--- src/rtl/core/bsl_pkg.sv ---
// Package with the widths, codes and shared types of the bounded sequential list.
`default_nettype none
package bsl_pkg;

  localparam int CAPACITY = 128;
  localparam int DATA_W   = 32;
  localparam int OP_W     = 3;
  localparam int POS_W    = 7;
  localparam int FOUND_W  = 8;
  localparam int COUNT_W  = 8;
  localparam int CNT_W    = $clog2(CAPACITY + 1);
  localparam int CMP_W    = (POS_W > CNT_W) ? POS_W : CNT_W;

  typedef enum logic [OP_W-1:0] {
    OP_GET    = 3'd0,
    OP_LOCATE = 3'd1,
    OP_INSERT = 3'd2,
    OP_DELETE = 3'd3,
    OP_APPEND = 3'd4,
    OP_POP    = 3'd5
  } op_t;

  typedef enum logic [1:0] {
    ST_IDLE,
    ST_EVAL,
    ST_FIN
  } state_t;

  // Command broadcast to every cell of the chain.
  typedef struct packed {
    logic              load;
    logic              shift_up;
    logic              shift_dn;
    logic [CMP_W-1:0]  tgt;
    logic [CMP_W-1:0]  used;
    logic [DATA_W-1:0] data;
  } cell_ctl_t;

endpackage
`default_nettype wire

--- src/rtl/core/bsl_pick.sv ---
// Priority encoder that finds the lowest cell reporting a match.
`default_nettype none
module bsl_pick (
  input  logic [bsl_pkg::CAPACITY-1:0] hits_i,
  output logic                         any_o,
  output logic [bsl_pkg::FOUND_W-1:0]  first_o
);
  import bsl_pkg::*;

  always_comb begin
    first_o = '1;
    for (int i = CAPACITY - 1; i >= 0; i--) begin
      if (hits_i[i]) begin
        first_o = FOUND_W'(i);
      end
    end
  end

  assign any_o = |hits_i;
endmodule
`default_nettype wire

--- config.mk ---
export PLATFORM = sky130hd
export DESIGN_NAME = bsl_pick
export DESIGN_NICKNAME = d
export VERILOG_FILES = /design/src/rtl/core/bsl_pkg.sv /design/src/rtl/core/bsl_pick.sv
export SDC_FILE = /design/constraint.sdc
export NUM_CORES = 1
export LEC_CHECK = 0
export ABC_CLOCK_PERIOD_IN_PS = 2500
export BUFFER_PORTS_ARGS = -buffer_cell sky130_fd_sc_hd__buf_2
export CORE_ASPECT_RATIO = 0.8
export CORE_MARGIN = 10
export CORE_UTILIZATION = 30
export DETAILED_ROUTE_END_ITERATION = 10
export PLACE_DENSITY = 0.71
export SLEW_MARGIN = 15
export SYNTH_ARGS = -nofsm -noshare
export SYNTH_HDL_FRONTEND = slang
export SYNTH_SLANG_ARGS = --single-unit
--- constraint.sdc ---
create_clock -name vclk -period 2.5
set_clock_uncertainty 0.2 [all_clocks]
set_input_delay 0.125 -clock vclk [all_inputs]
set_output_delay 0.125 -clock vclk [all_outputs]
set_load 0.02 [all_outputs]
==> flow_summary.yaml <==
grt:
  busiest_layer: "met2"
  gr-usage-met2: 0.2747
  overflow: 0
  use_met3: 0.02817
  grt_pass1_vias: 2727
  globalRouteTotalUtil: 0.1608
  grt_max_degree: 7
  grt_pass1_wl_mm: 12.76
  antenna_found_initial: 0
  grt.met1_usage: 0.2159
power_and_ir_drop:
  leakagePower_nw: 1.045
  fin_total_pwr_mw: 0.2855
  p_sw_frac: 0.5646
  cellInternalPower_mw: 0.1243
  clkPwrFrac: 0
  p_comb_frac: 1.000
  peakVddDrop_mv: 0.04481
  seqPwrFrac: 0
  switching_power_mw: 0.1612
  p_per_area_mw_per_mm2: 115.8
layout:
  antenna_cells: 0
  numSequentialCells: 0
  nFillCells: 619
  seqCellArea_sq_um: 0
  post_route_cells_drive_above_1_share: 0.3684
  area_delta_synth_final_pct: 47.20
  fin_nets: 567
  nClkBuffers: 0
  multi_input_area_sq_mm: 0.001570
  fin_cells: 515
routing:
  postRouteAntennaNets: 0
  routed_wl_mm: 7.788
  drc_errors: 0
  dr.pass1.iters: 4
  routed_via_density: 5.417
  wl_per_cell_microns: 15.12
  vias: 2790
  first_iter_violations: 172
sta:
  fin_tns_setup_ps: 0
  grt_setup_unrepaired: "no"
  min_period_over_period: 0.8966
  drv_slew: 0
  fin_hold_ws_ps: 457.5
  setup_violations: 0
  tightest_slew_ps: 659.8
  finalHoldViolations: 0
  slew_headroom: 0.5561
  fmax_mhz: 446.1
  layout_min_cycle_time_ps: 2242
place:
  dp_cells: 515
  io_buffers: 137
  dp_hpwl_mm: 7.121
  routabilityCongestion: 0.8772
floorplanning:
  initial_utilization: 0.3082
  die_w_microns: 103.6
  rows: 24
  die_h_microns: 86.84
  core_area_sq_mm: 0.005435
  dieArea_sq_mm: 0.008992
  pin_count: 137
critical_path:
  cpMaxStageDelayCell: "a2111oi_0"
  crit_arrival_ps: 1920
  crit_top_cell: "buf_2"
  critPathMaxStageDelay_ps: 560
  cp-start-kind: "input port"
  crit_type: "in -> out"
  crit_start: "hits_i[8]"
  path_cells: "buf_2 > or4_1 > a2111oi_0 > nand3_1 > o221ai_1 > buf_2"
  cp_max_fo: 3
  cp.required_ps: 2170
  cp-end-kind: "output port"
yosys:
  synth_top_area_cell: "nor2_1"
  ys.warnings.count: 0
  syn_inst: 299
  synth_cell_types: 46
  synth_area_sq_mm: 0.001675
  ys_top_cells_by_area: "nor2_1 (13%), nor4_1 (12%), a21oi_1 (8.7%)"
  syn_nets: 427
  yosysSeqAreaShare: 0
  syn_area_per_cell_sq_um: 5.603
  synth_top_area_frac: 0.1322
worst_hold_path:
  hold-path-cell-count: 3
  hold_class: "in -> out"
  hp-start: "hits_i[0]"
job:
  cap_violations: 0
clock_tree:
  postCtsSetupBuffers: 0
  hold_buffers: 0
  post_cts_resized: 0
run_status:
  outcome: "finished, final reports clean"
## through the flow
stage / util / setup WS, ps / area [sq um]
3_5_place_dp: 0.4537 / 288.9 / 2466
3_3_place_gp: 0.4537 / 312.0 / 2466
2_1_floorplan: - / 415.8 / 1675
6_report: 0.4537 / 258.5 / 2466
5_1_grt: 0.4537 / 118.3 / 2466
4_1_cts: 0.4537 / 274.4 / 2466
## power by group through the flow
stage	Combinational [mW]	Clock, mW	Sequential, mW
after detailed placement	0.282	0	0
after global routing	0.320	0	0
after floorplan	0.0968	0	0
after global placement	0.276	0	0
after CTS	0.284	0	0
final	0.286	0	0
## layout by cell type, fill, tap and decap left out, drive strengths merged
cell type,netlist,layout
o211ai,2,2
nor3b,2,2
o41ai,3,3
nor3,19,19
o21ai,17,17
and2,2,2
a21boi,1,1
inv,27,27
nor2,62,62
nand2,25,25
a31oi,4,4
nor4,38,38
nand2b,5,5
nand3,13,13
and3,5,5
a22oi,1,1
buf,0,138
clkinv,1,1
o221ai,2,2
o311ai,6,6
a2111oi,3,3
a311oi,1,1
a21bo,1,1
o21a,2,2
a21oi,30,30
a211oi,5,5
o21bai,1,1
nand4,1,1
or4,6,6
o31ai,8,8
o2111ai,5,5
nor2b,1,1
## final cells by class
cell class                 count  share of cell area
tap                           78             0.03957
timing repair buffer         138              0.2811
multi-input combinational    271              0.6367
inverter                      28             0.04262
## cells in the mapped netlist (3+ instances only)
| library cell | number |
|---|---|
| nand2_1 | 24 |
| or4_1 | 3 |
| nand3_1 | 12 |
| inv_1 | 26 |
| or4_4 | 3 |
| o21ai_0 | 15 |
| a211oi_1 | 5 |
| nor2_1 | 59 |
| o2111ai_1 | 5 |
| nor4_2 | 6 |
| o41ai_1 | 3 |
| nor4_1 | 32 |
| a31oi_1 | 4 |
| nor3_1 | 18 |
| a21oi_1 | 29 |
| o31ai_1 | 8 |
| o311ai_0 | 4 |
| nand2b_1 | 4 |
## path summary, 6_finish.rpt
| check | end | slack (ps) |
|---|---|---|
| hold / removal | first_o[0] | 460 |
| setup / recovery | first_o[0] | 260 |
## logic make-up after synthesis
kind of cell,synth area share
compound gates,0.3615
buf+inv,0.06273
simple gates,0.5758
## per-layer routing
metal / share of wire / up-vias
met3: 0.072 / 2
met4: 0.0027 / 0
met5: 0 / -
met2: 0.46 / 116
li1: - / 1435
met1: 0.46 / 1237
## worst max-delay path, delay by kind of cell
family	cells	cell delay [ps]
buf+inv	2	320
compound gates	2	790
simple gates	2	680
Note: power is estimated with default switching activity, not from simulation.
