<file path="config.mk">
export PLATFORM = sky130hd
export DESIGN_NAME = bsl_cell
export DESIGN_NICKNAME = d
export VERILOG_FILES = /design/src/rtl/core/bsl_pkg.sv /design/src/rtl/core/bsl_cell.sv
export SDC_FILE = /design/constraint.sdc
export NUM_CORES = 1
export LEC_CHECK = 0
export BUFFER_PORTS_ARGS = -buffer_cell sky130_fd_sc_hd__buf_2
export CAP_MARGIN = 5
export CORE_MARGIN = 2
export CORE_UTILIZATION = 49
export DETAILED_ROUTE_END_ITERATION = 12
export GPL_TIMING_DRIVEN = 0
export PLACE_DENSITY = 0.87
export SYNTH_ARGS = -nofsm -noshare
export SYNTH_HDL_FRONTEND = slang
export SYNTH_SLANG_ARGS = --single-unit
</file>
<file path="constraint.sdc">
create_clock -name clk -period 7.3 [get_ports clk]
set_clock_uncertainty 0.05 [all_clocks]
set_input_delay 1.46 -clock clk [delete_from_list [all_inputs] [get_ports clk]]
set_output_delay 1.46 -clock clk [all_outputs]
set_load 0.02 [all_outputs]
</file>
<file path="src/rtl/core/bsl_pkg.sv">
// Package with the widths, codes and shared types of the bounded sequential list.
`default_nettype none
package bsl_pkg;

  localparam int CAPACITY = 128;
  localparam int DATA_W   = 32;
  localparam int OP_W     = 3;
  localparam int POS_W    = 7;
  localparam int FOUND_W  = 8;
  localparam int COUNT_W  = 8;
  localparam int CNT_W    = $clog2(CAPACITY + 1);
  localparam int CMP_W    = (POS_W > CNT_W) ? POS_W : CNT_W;

  typedef enum logic [OP_W-1:0] {
    OP_GET    = 3'd0,
    OP_LOCATE = 3'd1,
    OP_INSERT = 3'd2,
    OP_DELETE = 3'd3,
    OP_APPEND = 3'd4,
    OP_POP    = 3'd5
  } op_t;

  typedef enum logic [1:0] {
    ST_IDLE,
    ST_EVAL,
    ST_FIN
  } state_t;

  // Command broadcast to every cell of the chain.
  typedef struct packed {
    logic              load;
    logic              shift_up;
    logic              shift_dn;
    logic [CMP_W-1:0]  tgt;
    logic [CMP_W-1:0]  used;
    logic [DATA_W-1:0] data;
  } cell_ctl_t;

endpackage
`default_nettype wire

</file>
<file path="src/rtl/core/bsl_cell.sv">
// One storage cell of the list chain: holds one entry, shifts, loads and compares.
`default_nettype none
module bsl_cell (
  input  logic                        clk,
  input  logic [bsl_pkg::CMP_W-1:0]   idx_i,
  input  bsl_pkg::cell_ctl_t          ctl_i,
  input  logic [bsl_pkg::DATA_W-1:0]  left_i,
  input  logic [bsl_pkg::DATA_W-1:0]  right_i,
  output logic [bsl_pkg::DATA_W-1:0]  entry_o,
  output logic                        hit_o,
  output logic [bsl_pkg::DATA_W-1:0]  rd_o
);
  import bsl_pkg::*;

  logic [DATA_W-1:0] entry_r;
  logic [DATA_W-1:0] entry_nxt;

  always_comb begin
    entry_nxt = entry_r;
    if (ctl_i.shift_up && (idx_i > ctl_i.tgt)) begin
      entry_nxt = left_i;
    end else if (ctl_i.shift_dn && (idx_i >= ctl_i.tgt)) begin
      entry_nxt = right_i;
    end else if (ctl_i.load && (idx_i == ctl_i.tgt)) begin
      entry_nxt = ctl_i.data;
    end
  end

  always_ff @(posedge clk) begin
    entry_r <= entry_nxt;
  end

  assign entry_o = entry_r;
  assign hit_o   = (idx_i < ctl_i.used) && (entry_r == ctl_i.data);
  assign rd_o    = (idx_i == ctl_i.tgt) ? entry_r : '0;
endmodule
`default_nettype wire

</file>
==> summary.md <==
| Metric | Value |
|---|---|
| #FFs+latches synth | `32` |
| Fin crit share | `0.630` |
| Routability cong. | `0.874` |
| Asr flop ratio synth | `0` |
| First-pass GRT wire length | `15.8 mm` |
| Syn nets | `462` |
| Critical path's top delay family | `buffers and inverters` |
| Setup Buffers After CTS | `0` |
| P&R area growth vs syn | `34.8%` |
| Arrival @ worst endpoint | `3.09 ns` |
| Starting density of the core | `0.501` |
| Synth top area share | `0.285` |
| Fin nets | `658` |
| Synth warnings | `0` |
| Area of the die | `7550 um2` |
| Ant. Diodes | `0` |
| Die height | `86.9 um` |
| Htree depth | `2` |
| Hold Path Class | `in -> reg` |
| Seq/Total Area, Yosys | `0.285` |
| Crit end category | `output port` |
| HP Start | `left_i[13]` |
| WP data required | `5.79 ns` |
| # resized after CTS | `0` |
| Kind of critical path | `in -> out` |
| Final-report setup violation count | `0` |
| Max-slew violation count | `0` |
| Hold Fails Final Rpt | `0` |
| Antenna violations before repair | `0` |
| DPL Wire Length | `8.47 mm` |
| Cells after Synth | `323` |
| # clock sinks | `32` |
| Post-synth EDFFs | `32` |
| Slowest CP cell | `clkbuf_1` |
| Worst Hold Path Cells | `3` |
| CTS root buf | `clkbuf_8` |
| Worst vdd ir | `113 uV` |
| Via count | `3441` |
| Critical path buffer and inverter count | `4` |
| Pin count of the biggest net entering global routing | `19` |
| Clock slew seen by the registers of the worst setup and hold paths | `0.08 ns` |
| P per Cell Area | `170 nW/um2` |
| Clk buf depth | `2` |
| Distinct cells, synth | `38` |
| Pleak | `2.46 nW` |
| Status | `finished, final reports clean` |
| Unrepaired setup endpoints after global routing | `no` |
| Max Clock Freq | `0.217 GHz` |
| Hold Path End | `entry_o[13]` |
| ANT nets after route | `0` |
| Top Ports | `189` |
| Largest register FFs | `32` |
| Grt total ovfl | `0` |
| Via density per instance | `5.74` |
| # port buffers | `188` |
| GRT Total Usage | `0.271` |
| Critical-path maximum fanout | `10` |
| Critical-path cell list | `buf_2 -> ha_1 -> and4_1 -> clkbuf_2 -> clkbuf_1 -> and3_1 -> buf_2` |
| Avg WL per Cell | `18.0 um` |
| Rel. slew slack | `0.549` |
| Avg Inst Size Synth | `10.4 um2` |
| CP peak stage delay | `0.38 ns` |
| Worst-Margin Slew | `0.677 ns` |
| 1st-iter DRT viols | `168` |
| Tmin final | `4.60 ns` |
| Design Power | `0.770 mW` |
| Largest area contributor in the netlist | `edfxtp_1` |
| Crit-path most repeated cell | `buf_2` |
| Largest cells by area after synthesis | `edfxtp_1 29%, a221oi_2 13%, mux2i_1 9.5%` |
| Vias in the first global route | `3198` |
| Routed wire length | `10.8 mm` |
| DRT Pass-1 Iters | `5` |
| Synthesized area | `3370 um2` |
| Maxcap violations | `0` |
| Ys flop type | `edfxtp_1` |
| Setup TNS | `0 ns` |
| Die X | `86.9 um` |
| Share of cells above drive strength 1 | `0.469` |
| Total core area | `6720 um2` |
| Num CTS Buffers | `5` |
| Num rows | `30` |
| DRC | `0` |
| Startpoint types | `input pin` |
| Hold_buf cts | `0` |
| CTS tree | `built` |
-- worst max path at each step --
stage	startpoint	to	slack, ns	cells after the start
5_1_grt	ctl_i[17]	hit_o	2.55	7
4_1_cts	idx_i[7]	rd_o[16]	2.71	7
3_3_place_gp	idx_i[7]	entry_o[14]	1.57	7
6_report	idx_i[7]	rd_o[16]	2.70	7
3_5_place_dp	idx_i[7]	rd_o[15]	2.71	7
2_1_floorplan	ctl_i[47]	entry_o[0]	2.62	7
-- logic make-up after synthesis --
group	after synthesis	share of synthesized area
AO/OA/AOI/OAI	83	0.268
buffers and inverters	74	0.109
AND/OR/NAND/NOR	55	0.104
XOR/XNOR	32	0.0832
multiplexers	32	0.0951
flip-flops	32	0.285
adder cells (fa/ha/maj)	15	0.0557
-- tightest hold or removal path: cells and delay by family --
family / cells / cell delay (ns)
multiplexers: 1 / 0.10
buffers and inverters: 2 / 0.10
-- power breakdown --
| group | internal [mW] | switching, mW |
|---|---|---|
| sequential | 0.253 | 0.0326 |
| combinational | 0.151 | 0.194 |
| clock | 0.0665 | 0.0736 |
| total | 0.470 | 0.300 |
-- stage by stage --
step,hold slack [ns],worst slack [ns],instance area (um2),cells,utilization
after CTS,1.44,2.71,4540,600,0.676
after global placement,1.74,1.57,4410,591,0.656
after detailed placement,1.74,2.71,4450,592,0.663
after global routing,1.45,2.55,4540,600,0.676
after floorplan,1.65,2.62,3370,323,-
final,1.45,2.70,4540,600,0.676
-- cell usage in the layout (no fill, tap or decap), types with 3 or more instances in the layout --
cell type / instances
edfxtp_1: 32
buf_12: 3
buf_2: 190
clkbuf_8: 5
a21oi_1: 5
a221oi_2: 30
nand2b_1: 3
nand4_1: 8
o21ai_0: 4
a22o_1: 32
xnor2_1: 31
and3_1: 32
inv_1: 50
ha_1: 15
buf_6: 4
clkbuf_1: 11
nand3_1: 4
mux2i_1: 32
-- layer usage --
metal / share of wire / vias to the layer above / track usage
li1: - / 1625 / -
met1: 0.40 / 1631 / 0.326
met2: 0.52 / 171 / 0.498
met3: 0.067 / 14 / 0.0464
met4: 0.018 / 0 / 0.0653
met5: 0 / - / 0
-- layout make-up --
class / instances / area [um2]
fillers: 566 / 2180
multi-input cells: 217 / 2060
repair buffers: 189 / 968
flip-flops and latches: 32 / 961
inverters: 51 / 191
plain buffers: 23 / 176
well taps: 80 / 100
clock buffers: 5 / 68.8
clock inverters: 3 / 18.8
-- Yosys cell counts, types with 2 or more instances --
| cell type | count |
|---|---|
| nand4_1 | 8 |
| and3_1 | 32 |
| a221oi_1 | 2 |
| o21ai_0 | 4 |
| nand2b_1 | 3 |
| xnor2_1 | 31 |
| a221oi_2 | 30 |
| a22o_1 | 32 |
| nand2_1 | 2 |
| a21oi_1 | 5 |
| nand3_1 | 4 |
| ha_1 | 15 |
| a31oi_4 | 2 |
| buf_6 | 4 |
| edfxtp_1 | 32 |
| inv_1 | 50 |
| buf_12 | 3 |
| buf_4 | 2 |
| buf_2 | 2 |
| mux2i_1 | 32 |
| clkbuf_1 | 11 |
Power figures use the tool's default switching activity.
